$ cat config.mk
export PLATFORM = sky130hd
export DESIGN_NAME = matrix3_add_sub_mul_transpose
export DESIGN_NICKNAME = d
export VERILOG_FILES = /design/src/rtl/mat3_pkg.sv /design/src/rtl/mat3_ram.sv /design/src/rtl/mat3_useq.sv /design/src/rtl/mat3_dp.sv /design/src/rtl/matrix3_add_sub_mul_transpose.sv
export SDC_FILE = /design/constraint.sdc
export NUM_CORES = 2
export LEC_CHECK = 0
export ABC_AREA = 0
export ABC_CLOCK_PERIOD_IN_PS = 9900
export BUFFER_PORTS_ARGS = -buffer_cell sky130_fd_sc_hd__buf_4
export CAP_MARGIN = 20
export CORE_MARGIN = 1.5
export CORE_UTILIZATION = 65
export DETAILED_ROUTE_END_ITERATION = 8
export PLACE_DENSITY = 0.81
export SLEW_MARGIN = 20
export SYNTH_ARGS = -nofsm -noshare
export SYNTH_HDL_FRONTEND = slang
export SYNTH_SLANG_ARGS = --single-unit
$ cat constraint.sdc
create_clock -name clk -period 9.9 [get_ports clk]
set_input_delay 0.495 -clock clk [delete_from_list [all_inputs] [get_ports clk]]
set_output_delay 0.495 -clock clk [all_outputs]
set_load 0.05 [all_outputs]
$ cat src/rtl/mat3_pkg.sv
// Shared types and constants for the 3x3 matrix arithmetic unit.
// Holds the action and operation codes, the control word layout and the microprogram ROM.
// No dependencies.
`timescale 1ns / 1ps

package mat3_pkg;

  typedef enum logic [1:0] {
    ACT_WR_A = 2'd0,
    ACT_WR_B = 2'd1,
    ACT_RD_A = 2'd2,
    ACT_RUN  = 2'd3
  } action_t;

  typedef enum logic [2:0] {
    OP_ADD = 3'd0,
    OP_SUB = 3'd1,
    OP_MUL = 3'd2,
    OP_TRN = 3'd3,
    OP_SCL = 3'd4
  } op_t;

  // read address source
  typedef enum logic {
    ADDR_ELEM = 1'b0,
    ADDR_LOOP = 1'b1
  } addr_mode_t;

  typedef enum logic [1:0] {
    EMIT_NONE   = 2'd0,
    EMIT_READ   = 2'd1,
    EMIT_RESULT = 2'd2
  } emit_t;

  typedef enum logic [1:0] {
    JC_NEXT      = 2'd0,
    JC_GOTO      = 2'd1,
    JC_K_MORE    = 2'd2,
    JC_ELEM_MORE = 2'd3
  } jump_t;

  localparam int PC_W = 3;

  localparam logic [PC_W-1:0] PC_IDLE     = 3'd0;
  localparam logic [PC_W-1:0] PC_RD_ISSUE = 3'd1;
  localparam logic [PC_W-1:0] PC_RD_EMIT  = 3'd2;
  localparam logic [PC_W-1:0] PC_LP_READ  = 3'd3;
  localparam logic [PC_W-1:0] PC_LP_MUL   = 3'd4;
  localparam logic [PC_W-1:0] PC_LP_ACC   = 3'd5;
  localparam logic [PC_W-1:0] PC_LP_EMIT  = 3'd6;

  typedef struct packed {
    logic            rd_en;
    addr_mode_t      addr_mode;
    logic            ld_prod;
    logic            ld_acc;
    logic            adv_k;
    emit_t           emit;
    logic            adv_elem;
    jump_t           jc;
    logic [PC_W-1:0] target;
  } ucw_t;

  typedef struct packed {
    logic k_last;
    logic elem_last;
  } dp_stat_t;

  function automatic ucw_t ucode(input logic [PC_W-1:0] pc);
    ucw_t w;
    w = '0;
    w.jc = JC_GOTO;
    w.target = PC_IDLE;
    case (pc)
      PC_RD_ISSUE: begin
        w.rd_en = 1'b1;
        w.addr_mode = ADDR_ELEM;
        w.jc = JC_NEXT;
      end
      PC_RD_EMIT: begin
        w.emit = EMIT_READ;
      end
      PC_LP_READ: begin
        w.rd_en = 1'b1;
        w.addr_mode = ADDR_LOOP;
        w.jc = JC_NEXT;
      end
      PC_LP_MUL: begin
        w.ld_prod = 1'b1;
        w.jc = JC_NEXT;
      end
      PC_LP_ACC: begin
        w.ld_acc = 1'b1;
        w.adv_k = 1'b1;
        w.jc = JC_K_MORE;
        w.target = PC_LP_READ;
      end
      PC_LP_EMIT: begin
        w.emit = EMIT_RESULT;
        w.adv_elem = 1'b1;
        w.jc = JC_ELEM_MORE;
        w.target = PC_LP_READ;
      end
      default: begin
        w.jc = JC_GOTO;
        w.target = PC_IDLE;
      end
    endcase
    return w;
  endfunction

endpackage

$ cat src/rtl/mat3_ram.sv
// Generic single-port-write, single-port-read RAM with registered read data.
// No dependencies.
`timescale 1ns / 1ps

module mat3_ram #(
  parameter int WIDTH = 32,
  parameter int DEPTH = 9
) (
  input  logic                     clk,
  input  logic                     we,
  input  logic [$clog2(DEPTH)-1:0] waddr,
  input  logic [WIDTH-1:0]         wdata,
  input  logic                     re,
  input  logic [$clog2(DEPTH)-1:0] raddr,
  output logic [WIDTH-1:0]         rdata
);

  logic [WIDTH-1:0] mem [DEPTH];

  always_ff @(posedge clk) begin
    if (we) begin
      mem[waddr] <= wdata;
    end
    if (re) begin
      rdata <= mem[raddr];
    end
  end

endmodule

$ cat src/rtl/mat3_useq.sv
// Microcode sequencer: step counter, control ROM lookup and conditional jumps.
// Depends on mat3_pkg.
`timescale 1ns / 1ps

module mat3_useq (
  input  logic               clk,
  input  logic               rst,
  input  logic               accept,
  input  logic [1:0]         action,
  input  logic [2:0]         op,
  input  mat3_pkg::dp_stat_t stat,
  output mat3_pkg::ucw_t     cw,
  output logic               busy
);

  logic [mat3_pkg::PC_W-1:0] upc;
  logic [mat3_pkg::PC_W-1:0] upc_next;

  assign cw   = mat3_pkg::ucode(upc);
  assign busy = (upc != mat3_pkg::PC_IDLE);

  always_comb begin
    upc_next = upc;
    if (accept) begin
      if (action == mat3_pkg::ACT_RD_A) begin
        upc_next = mat3_pkg::PC_RD_ISSUE;
      end else if (action == mat3_pkg::ACT_RUN && op <= mat3_pkg::OP_SCL) begin
        upc_next = mat3_pkg::PC_LP_READ;
      end
    end else begin
      case (cw.jc)
        mat3_pkg::JC_NEXT:      upc_next = upc + 1'b1;
        mat3_pkg::JC_GOTO:      upc_next = cw.target;
        mat3_pkg::JC_K_MORE:    upc_next = stat.k_last ? upc + 1'b1 : cw.target;
        mat3_pkg::JC_ELEM_MORE: upc_next = stat.elem_last ? mat3_pkg::PC_IDLE : cw.target;
        default:                upc_next = mat3_pkg::PC_IDLE;
      endcase
    end
  end

  always_ff @(posedge clk) begin
    if (rst) begin
      upc <= mat3_pkg::PC_IDLE;
    end else begin
      upc <= upc_next;
    end
  end

endmodule

$ cat src/rtl/mat3_dp.sv
// Datapath: matrix storage with valid bits, loop counters, multiplier, accumulator, output regs.
// Depends on mat3_pkg and mat3_ram.
`timescale 1ns / 1ps

module mat3_dp #(
  parameter int DIM = 3
) (
  input  logic               clk,
  input  logic               rst,
  input  logic               accept,
  input  logic [1:0]         action,
  input  logic [2:0]         op,
  input  logic [1:0]         row,
  input  logic [1:0]         col,
  input  logic signed [31:0] value,
  input  mat3_pkg::ucw_t     cw,
  output mat3_pkg::dp_stat_t stat,
  output logic               strobe,
  output logic [1:0]         out_row,
  output logic [1:0]         out_col,
  output logic signed [31:0] out_value,
  output logic               last
);

  localparam int N     = DIM * DIM;
  localparam int AW    = $clog2(N);
  localparam int IW    = $clog2(DIM);
  localparam int ACC_W = 48 + $clog2(DIM);

  localparam logic signed [ACC_W-1:0] Q_MAX = {{(ACC_W-32){1'b0}}, 32'h7FFF_FFFF};
  localparam logic signed [ACC_W-1:0] Q_MIN = {{(ACC_W-32){1'b1}}, 32'h8000_0000};
  localparam logic [IW-1:0] I_LAST = IW'(DIM - 1);
  localparam logic [AW-1:0] D_A    = AW'(DIM);

  // latched item
  logic [2:0]         op_r;
  logic [1:0]         row_r;
  logic [1:0]         col_r;
  logic signed [31:0] val_r;
  logic               inside_r;

  logic [IW-1:0] i, j, k;
  logic [N-1:0]  vld_a, vld_b;
  logic          rv_a, rv_b;

  logic signed [63:0]      prod;
  logic signed [32:0]      sumr;
  logic signed [ACC_W-1:0] acc;

  logic               inside_in;
  logic [AW-1:0]      waddr_in;
  logic [AW-1:0]      eaddr;
  logic [AW-1:0]      ai, aj, ak;
  logic [AW-1:0]      loop_a, loop_b;
  logic [AW-1:0]      raddr_a, raddr_b;
  logic [31:0]        rdata_a, rdata_b;
  logic signed [31:0] a_eff, b_eff, mul_x;
  logic signed [32:0] a33, b33;
  logic signed [47:0] psh;
  logic signed [ACC_W-1:0] term;
  logic signed [31:0] sat_val;
  logic               we_a, we_b;

  assign inside_in = (row < DIM) && (col < DIM);
  assign waddr_in  = inside_in ? AW'(row) * D_A + AW'(col) : '0;
  assign eaddr     = inside_r ? AW'(row_r) * D_A + AW'(col_r) : '0;

  assign ai = AW'(i);
  assign aj = AW'(j);
  assign ak = AW'(k);

  always_comb begin
    if (op_r == mat3_pkg::OP_MUL) begin
      loop_a = ai * D_A + ak;
      loop_b = ak * D_A + aj;
    end else if (op_r == mat3_pkg::OP_TRN) begin
      loop_a = aj * D_A + ai;
      loop_b = ai * D_A + aj;
    end else begin
      loop_a = ai * D_A + aj;
      loop_b = ai * D_A + aj;
    end
  end

  assign raddr_a = (cw.addr_mode == mat3_pkg::ADDR_ELEM) ? eaddr : loop_a;
  assign raddr_b = (cw.addr_mode == mat3_pkg::ADDR_ELEM) ? eaddr : loop_b;

  assign we_a = accept && action == mat3_pkg::ACT_WR_A && inside_in;
  assign we_b = accept && action == mat3_pkg::ACT_WR_B && inside_in;

  mat3_ram #(.WIDTH(32), .DEPTH(N)) u_ram_a (
    .clk   (clk),
    .we    (we_a),
    .waddr (waddr_in),
    .wdata (value),
    .re    (cw.rd_en),
    .raddr (raddr_a),
    .rdata (rdata_a)
  );

  mat3_ram #(.WIDTH(32), .DEPTH(N)) u_ram_b (
    .clk   (clk),
    .we    (we_b),
    .waddr (waddr_in),
    .wdata (value),
    .re    (cw.rd_en),
    .raddr (raddr_b),
    .rdata (rdata_b)
  );

  // never-written entries read as zero
  assign a_eff = rv_a ? $signed(rdata_a) : 32'sd0;
  assign b_eff = rv_b ? $signed(rdata_b) : 32'sd0;
  assign mul_x = (op_r == mat3_pkg::OP_SCL) ? val_r : b_eff;
  assign a33   = {a_eff[31], a_eff};
  assign b33   = {b_eff[31], b_eff};

  // floor shift by 16
  assign psh  = prod[63:16];
  assign term = (op_r == mat3_pkg::OP_MUL || op_r == mat3_pkg::OP_SCL) ?
                ACC_W'(psh) : ACC_W'(sumr);

  assign sat_val = (acc > Q_MAX) ? 32'sh7FFF_FFFF :
                   (acc < Q_MIN) ? -32'sh7FFF_FFFF - 32'sd1 : acc[31:0];

  assign stat.k_last    = (op_r != mat3_pkg::OP_MUL) || (k == I_LAST);
  assign stat.elem_last = (i == I_LAST) && (j == I_LAST);

  always_ff @(posedge clk) begin
    if (rst) begin
      vld_a  <= '0;
      vld_b  <= '0;
      i      <= '0;
      j      <= '0;
      k      <= '0;
      strobe <= 1'b0;
    end else begin
      if (we_a) begin
        vld_a[waddr_in] <= 1'b1;
      end
      if (we_b) begin
        vld_b[waddr_in] <= 1'b1;
      end
      if (accept) begin
        i <= '0;
        j <= '0;
        k <= '0;
      end else begin
        if (cw.adv_k) begin
          k <= stat.k_last ? '0 : k + 1'b1;
        end
        if (cw.adv_elem) begin
          if (j == I_LAST) begin
            j <= '0;
            i <= i + 1'b1;
          end else begin
            j <= j + 1'b1;
          end
        end
      end
      strobe <= (cw.emit != mat3_pkg::EMIT_NONE);
    end
  end

  always_ff @(posedge clk) begin
    if (accept) begin
      op_r     <= op;
      row_r    <= row;
      col_r    <= col;
      val_r    <= value;
      inside_r <= inside_in;
    end
    if (cw.rd_en) begin
      rv_a <= vld_a[raddr_a];
      rv_b <= vld_b[raddr_b];
    end
    if (cw.ld_prod) begin
      prod <= a_eff * mul_x;
      if (op_r == mat3_pkg::OP_SUB) begin
        sumr <= a33 - b33;
      end else if (op_r == mat3_pkg::OP_TRN) begin
        sumr <= a33;
      end else begin
        sumr <= a33 + b33;
      end
    end
    if (cw.ld_acc) begin
      acc <= (op_r == mat3_pkg::OP_MUL && k != '0) ? acc + term : term;
    end
    case (cw.emit)
      mat3_pkg::EMIT_READ: begin
        out_row   <= row_r;
        out_col   <= col_r;
        out_value <= (inside_r && rv_a) ? $signed(rdata_a) : 32'sd0;
        last      <= 1'b1;
      end
      mat3_pkg::EMIT_RESULT: begin
        out_row   <= 2'(i);
        out_col   <= 2'(j);
        out_value <= sat_val;
        last      <= stat.elem_last;
      end
      default: begin
      end
    endcase
  end

endmodule

$ cat src/rtl/matrix3_add_sub_mul_transpose.sv
// A write completes in its accept cycle; a read issues in RD_ISSUE and emits in RD_EMIT.
// Add, subtract, transpose and scale take each element through read, compute, load and emit;
// multiply repeats read, multiply and accumulate per k before it emits, in the microprogram loop
// through each matrix RAM's single read port. Busy blocks new items. Results cannot be stalled.
// Reset is synchronous: clears the sequencer and the per-entry valid bits, so both matrices
// read as zero at once; no clearing pass over the RAMs.
`timescale 1ns / 1ps

module matrix3_add_sub_mul_transpose #(
  parameter int DIM = 3
) (
  input  logic               clk,
  input  logic               rst,
  input  logic               start,
  output logic               busy,
  input  logic [1:0]         action,
  input  logic [2:0]         op,
  input  logic [1:0]         row,
  input  logic [1:0]         col,
  input  logic signed [31:0] value,
  output logic               strobe,
  output logic [1:0]         out_row,
  output logic [1:0]         out_col,
  output logic signed [31:0] out_value,
  output logic               last
);

  logic               accept;
  mat3_pkg::ucw_t     cw;
  mat3_pkg::dp_stat_t stat;

  assign accept = start && !busy;

  mat3_useq u_useq (
    .clk    (clk),
    .rst    (rst),
    .accept (accept),
    .action (action),
    .op     (op),
    .stat   (stat),
    .cw     (cw),
    .busy   (busy)
  );

  mat3_dp #(.DIM(DIM)) u_dp (
    .clk       (clk),
    .rst       (rst),
    .accept    (accept),
    .action    (action),
    .op        (op),
    .row       (row),
    .col       (col),
    .value     (value),
    .cw        (cw),
    .stat      (stat),
    .strobe    (strobe),
    .out_row   (out_row),
    .out_col   (out_col),
    .out_value (out_value),
    .last      (last)
  );

  // a valid run starts the sequencer
  a_run_busy: assert property (@(posedge clk) disable iff (rst)
    accept && action == mat3_pkg::ACT_RUN && op <= mat3_pkg::OP_SCL |=> busy)
    else $error("run transfer did not start the sequencer");

  // writes finish in the accept cycle
  a_wr_idle: assert property (@(posedge clk) disable iff (rst)
    accept && (action == mat3_pkg::ACT_WR_A || action == mat3_pkg::ACT_WR_B) |=> !busy)
    else $error("write transfer left the block busy");

  a_rd_result: assert property (@(posedge clk) disable iff (rst)
    accept && action == mat3_pkg::ACT_RD_A |-> ##3 (strobe && last))
    else $error("read result missing");

  // every program ends on its final result
  a_end_last: assert property (@(posedge clk) disable iff (rst)
    $fell(busy) |-> strobe && last)
    else $error("sequencer went idle without a final result");

endmodule
; Yosys cells after proc, flatten, opt, wreduce, memory -nomap -nowiden
; Memories as Yosys holds them, arrays and structs flattened. A register that Yosys moved wholly into a read port is not among the register bits.
; Cells that the tools add are included.
[op_classes]
add_sub_neg = 13
multipliers = 6
magnitude_cmp = 9
n_eq_ne = 23
mux = 46
bitwise = 2
n_reduce_logical = 24
[op_table]
columns = operator, count
row1 = $mux W32, 6
row2 = $mux W50, 2
row3 = $mux W33, 2
row4 = $mul A32 B32 Y64, 1
row5 = $pmux W32 S2, 1
row6 = $add A50 B50 Y50, 1
row7 = $gt A50 B32 Y1 const B, 1
row8 = $lt A50 B32 Y1 const B, 1
row9 = $add A32 B32 Y33, 1
row10 = $sub A32 B32 Y33, 1
row11 = $mux W4, 7
row12 = $add A4 B2 Y4, 6
row13 = $mul A2 B2 Y4 const B, 5
row14 = $or A9 B9 Y9, 2
row15 = $eq A2 B2 Y1 const B, 8
row16 = $pmux W2 S2, 4
row17 = $lt A4 B5 Y1 const B, 3
row18 = $eq A3 B2 Y1 const B, 4
row19 = $eq A3 B3 Y1 const B, 4
row20 = $mux W3, 4
row21 = $pmux W3 S4, 1
row22 = $logic_and A1 B1 Y1, 11
row23 = $mux W2, 5
row24 = $mux W1, 9
row25 = other kinds (21), 33
[word_totals]
reg_bits = 254
ram_bits = 576
inputBits = 44
elab_cells = 146
mem_count = 2
[mem_list]
columns = name, depth, width, read_ports, rd_ports_with_merged_regs, write_ports, line
row1 = u_dp.u_ram_a.mem, 9, 32, 1, 1, 1, mat3_ram.sv:18  ; logic [WIDTH-1:0] mem [DEPTH];
row2 = u_dp.u_ram_b.mem, 9, 32, 1, 1, 1, mat3_ram.sv:18

; Logic depth before layout (Yosys ltp)
[depth]
depth_word = 8
mapped_depth = 36

; Hierarchy
; From an unflattened synthesis, not the netlist that was laid out.
[unflattened]
hier_cells = 6911
area_unflattened_um2 = 75662.6
[modules_own_cells]
columns = mod, n_inst, cells_each, area_per_inst_um2
row1 = mat3_dp, 1, 5601, 50838.8
row2 = mat3_ram, 2, 629, 12215.5
row3 = mat3_useq, 1, 51, 379.1
row4 = matrix3_add_sub_mul_transpose, 1, 1, 13.8

; Least setup slack after synthesis
; Ideal clock, no wire load.
[synth_timing]
path_kind = register to register
startpoint = reg u_dp.op_r[1]
endpoint = reg u_dp.prod[62] (data pin)
setup_time_ps = 258
arrival_time_ps = 8647
required_ps = 9642
slack_ps = 995
stages_incl_launch_ff = 33
path_buffers = 4
cell_sequence = edfxtp_1 -> buf_4 -> nor3b_2 -> buf_4 -> clkbuf_1 -> clkbuf_1 -> o21ai_1 -> nand2_1 -> inv_1 -> fa_1 -> inv_1 -> fa_1 -> inv_1 -> fa_1 -> fa_1 -> inv_1 -> fa_1 -> inv_1 -> fa_1 -> inv_1 -> fa_1 -> inv_1 -> fa_1 -> ha_1 -> a21o_1 -> a221o_1 -> a21o_1 -> o2bb2ai_1 -> a31oi_1 -> o211ai_1 -> a21oi_1 -> o21a_1 -> xnor2_1
[synth_via]
elab_chain_cells = 3
[synth_lines]
columns = item, line
row1 = from (decl), mat3_dp.sv:36  ; logic [2:0] op_r;
row2 = from (signal assigned), mat3_dp.sv:167  ; op_r <= op;
row3 = $eq A3 B3 Y1, mat3_dp.sv:114  ; assign mul_x = (op_r == mat3_pkg::OP_SCL) ? val_r : b_eff;
row4 = $mux W32, mat3_dp.sv:114
row5 = $mul A32 B32 Y64, mat3_dp.sv:178  ; prod <= a_eff * mul_x;
row6 = to (signal assigned), mat3_dp.sv:178
row7 = to (decl), mat3_dp.sv:46  ; logic signed [63:0] prod;
; Every way passes these cells.
; A chain may end at the register's enable or synchronous reset.

; Worst setup path after layout
[layout_timing]
startpoint = reg u_dp.op_r[0]
endpoint = reg u_dp.prod[58] (data pin)
; The elaborated chain is that of the path after synthesis.

==> summary.md <==
| Metric | Value |
|---|---|
| Chip Height | `345 um` |
| Die area | `119000 um2` |
| Ys async rst share | `0%` |
| Post-Syn Instances | `7234` |
| Cell total after placement | `8723` |
| Max clock buf depth | `3` |
| Tot GR Track Use | `40.3%` |
| Num CTS Buffers | `86` |
| GRT Residual Overflow | `0` |
| Root Buffer Master | `clkbuf_16` |
| Critical Path Fanout Max | `91` |
| Per-cell routed wire length | `26.6 um` |
| Post-synthesis instance area | `76100 um2` |
| Largest family of logic cells by synthesized area | `adder cells` |
| Largest net degree at the start of global routing | `92` |
| Primary FF master, synth | `edfxtp_1` |
| WP data arrival | `10090 ps` |
| Mux cell area share after synthesis | `2.65%` |
| Status | `completed` |
| Synth Area in XOR/XNOR | `1.45%` |
| CTS sink cnt | `878` |
| Number of remaining DRC errors | `0` |
| PortBufs | `82` |
| Syn avg cell area | `10.5 um2` |
| Worst EP required | `10290 ps` |
| Minimum clock period | `9700 ps` |
| Post-Route M1 WL | `83200 um` |
| Clk_skew | `57.1 ps` |
| Setup Crit Path Kind | `reg -> reg` |
| Final setup viols | `0` |
| Delay-heaviest family, CP | `adder cells` |
| Nets | `8749` |
| Final WL | `236000 um` |
| Clk Latency, worst-skew pair | `700 ps` |
| Worst slew pin tran | `1130 ps` |
| Synth Area in Compound Gates | `7.89%` |
| Vias per cell | `6.31` |
| Worst Path Buf+Inv | `4` |
| Endpoint class of the critical path | `flip-flop` |
| Synth Area in Adders | `34.0%` |
| Final period utilization | `98.0%` |
| Row cnt | `125` |
| Seq/Total Area, Yosys | `34.3%` |
| EDFF count, synth | `850` |
| Relative slew slack | `23.7%` |
| Met2 WL | `107000 um` |
| Iteration-0 DRC Markers | `6755` |
| Number of global-route vias before repair | `57900` |
| Synth Warn # | `0` |
| Drt pass-1 iters | `9` |
| Ports | `83` |
| Count of cell types in the netlist | `91` |
| Reg clk slew, reported paths | `60 ps` |
| Post-route insts no fill | `8891` |
| Fin Hold WS | `46.7 ps` |
| Achievable clock frequency | `0.103 GHz` |
| Max-cap viol count | `0` |
| RSZ-0062 raised after global routing | `yes` |
| Slew Limit Fails | `0` |
| CP Launch Type | `flip-flop` |
| Area Growth Syn to Fin | `8.10%` |
| Detailed Place HPWL | `178000 um` |
| CTS tree | `done` |
| Post-route ant nets | `0` |
| Fraction of the mapped netlist area in simple logic gates | `12.3%` |
| Syn Nets | `8691` |
| Setup TNS | `0 ps` |
| CP peak stage delay | `690 ps` |
| RD Place Congestion | `1.10` |
| Starting Density | `65.5%` |
| First-pass GRT wire length | `356000 um` |
| R2r setup slk | `200 ps` |
| Yosys reg bits | `878` |
| Slowest CP cell | `o21a_1` |
| Critical path's most frequent cell | `fa_1` |
| Wire length on met3 | `34100 um` |
| Worst hold path type | `in -> reg` |
| Initial antenna violation count | `14` |
| Final hold violation count | `0` |
| CTS H-tree lvls | `3` |
| Die width | `345 um` |
| DR vias | `56100` |
| Layout cells sized above 1 | `8.29%` |
| Core region area | `116000 um2` |
| Top layer in use | `met5` |
-- cells in the mapped netlist, drive strengths merged (30+ instances only) --
cell type,instances,area share (%)
fa,1094,29
a21oi,244,1.6
buf,46,0.29
xnor2,83,0.96
nor3,30,0.20
o21bai,36,0.36
nand3,110,0.72
nand2,1201,5.9
xor2,43,0.50
o21ai,255,1.7
mux4,67,2.0
a311oi,38,0.45
o21a,42,0.41
edfxtp,850,34
inv,1092,5.4
a31oi,61,0.52
ha,319,5.2
clkbuf,319,1.6
and3,50,0.42
a21o,113,1.1
mux2i,37,0.50
nor2,711,3.5
-- timing repair --
action                                  4_1_cts  5_1_grt
endpoints found under the hold margin         5        0
gates resized for setup                       0        1
setup buffers                                 0        0
endpoints found under the setup margin        0        4
hold buffers                                  5        0
-- routing by layer --
layer  vias up  track usage, %
li1      23600               -
met1     28000            51.8
met2      3899            62.6
met3       679            13.6
met4        12            17.7
met5         -               0
-- placed cells by master, fill, tap and decap left out, drive strengths merged, types with 36 or more instances in the layout --
| cell type | synthesis | routed |
|---|---|---|
| nand2 | 1201 | 1201 |
| fa | 1094 | 1094 |
| inv | 1092 | 1094 |
| edfxtp | 850 | 850 |
| nor2 | 711 | 711 |
| buf | 46 | 330 |
| ha | 319 | 319 |
| o21ai | 255 | 255 |
| a21oi | 244 | 244 |
| a21o | 113 | 113 |
| nand3 | 110 | 110 |
| clkbuf | 319 | 103 |
| xnor2 | 83 | 83 |
| mux4 | 67 | 67 |
| clkinv | 18 | 62 |
| a31oi | 61 | 61 |
| and3 | 50 | 50 |
| xor2 | 43 | 43 |
| o21a | 42 | 42 |
| a311oi | 38 | 38 |
| mux2i | 37 | 37 |
| o21bai | 36 | 36 |
-- cell families (layout without fill, tap and decap cells) --
family | count (synthesis) | after routing
AND/OR/NAND/NOR | 2277 | 2277
buffers and inverters | 1475 | 1602
adder cells (fa/ha/maj) | 1413 | 1413
AO/OA/AOI/OAI | 950 | 950
flip-flops | 878 | 878
XOR/XNOR | 126 | 126
multiplexers | 115 | 115
other | 0 | 6
-- registers in the layout, summed over array words and instances, names as in the netlist, 32 cells and up --
name / count
u_dp.acc: 50
u_dp.out_value: 32
u_dp.prod: 48
u_dp.sumr: 33
u_dp.u_ram_a.mem: 288
u_dp.u_ram_a.rdata: 32
u_dp.u_ram_b.mem: 288
u_dp.u_ram_b.rdata: 32
u_dp.val_r: 32
-- cell type report --
type | instances | area [um2]
timing repair buffer | 335 | 2590
sequential | 878 | 26100
antenna | 6 | 15.0
inverter | 1110 | 4170
fill | 8133 | 33800
multi-input combinational | 4881 | 44700
tap | 1524 | 1910
clock inverter | 54 | 566
clock buffer | 103 | 2220
-- worst reg2reg max path: stages (launching register included) --
cell and delay [ps]:
edfxtp_1 500, nor3b_4 300, buf_12 380, o21a_1 770
buf_4 340, nor2_1 100, fa_1 520, fa_1 520
inv_1 50, fa_1 460, fa_1 530, inv_1 60
fa_1 550, fa_1 450, fa_1 520, fa_1 460
ha_1 390, a21o_1 220, a21o_1 180, a21oi_1 230
o21ai_1 90, a21oi_1 290, o221ai_1 170, a31o_1 330
a21o_1 280, a211o_1 320, a311oi_2 300, xnor2_1 120
-- per-stage QoR --
step                      setup WS, ps  util (%)  area [um2]
final                              200      70.9       82200
after global routing             -49.6      70.8       82200
after CTS                          338      70.8       82200
after detailed placement           387      68.4       79400
after global placement             489      68.4       79400
after floorplan                    995         -       76100
-- path summary, 6_finish.rpt --
path,cells after the start,end,startpoint
worst max register to register,27,u_dp.prod[58],u_dp.op_r[0]
worst max-delay path,27,u_dp.prod[58],u_dp.op_r[0]
worst min register to register,2,u_dp.vld_a[3],u_dp.vld_a[3]
worst min-delay path,1,u_dp.op_r[2],op[2]
Power is left out: the tool's default activity adds up to more than one toggle a clock period on the data nets, which glitch-free logic cannot reach.
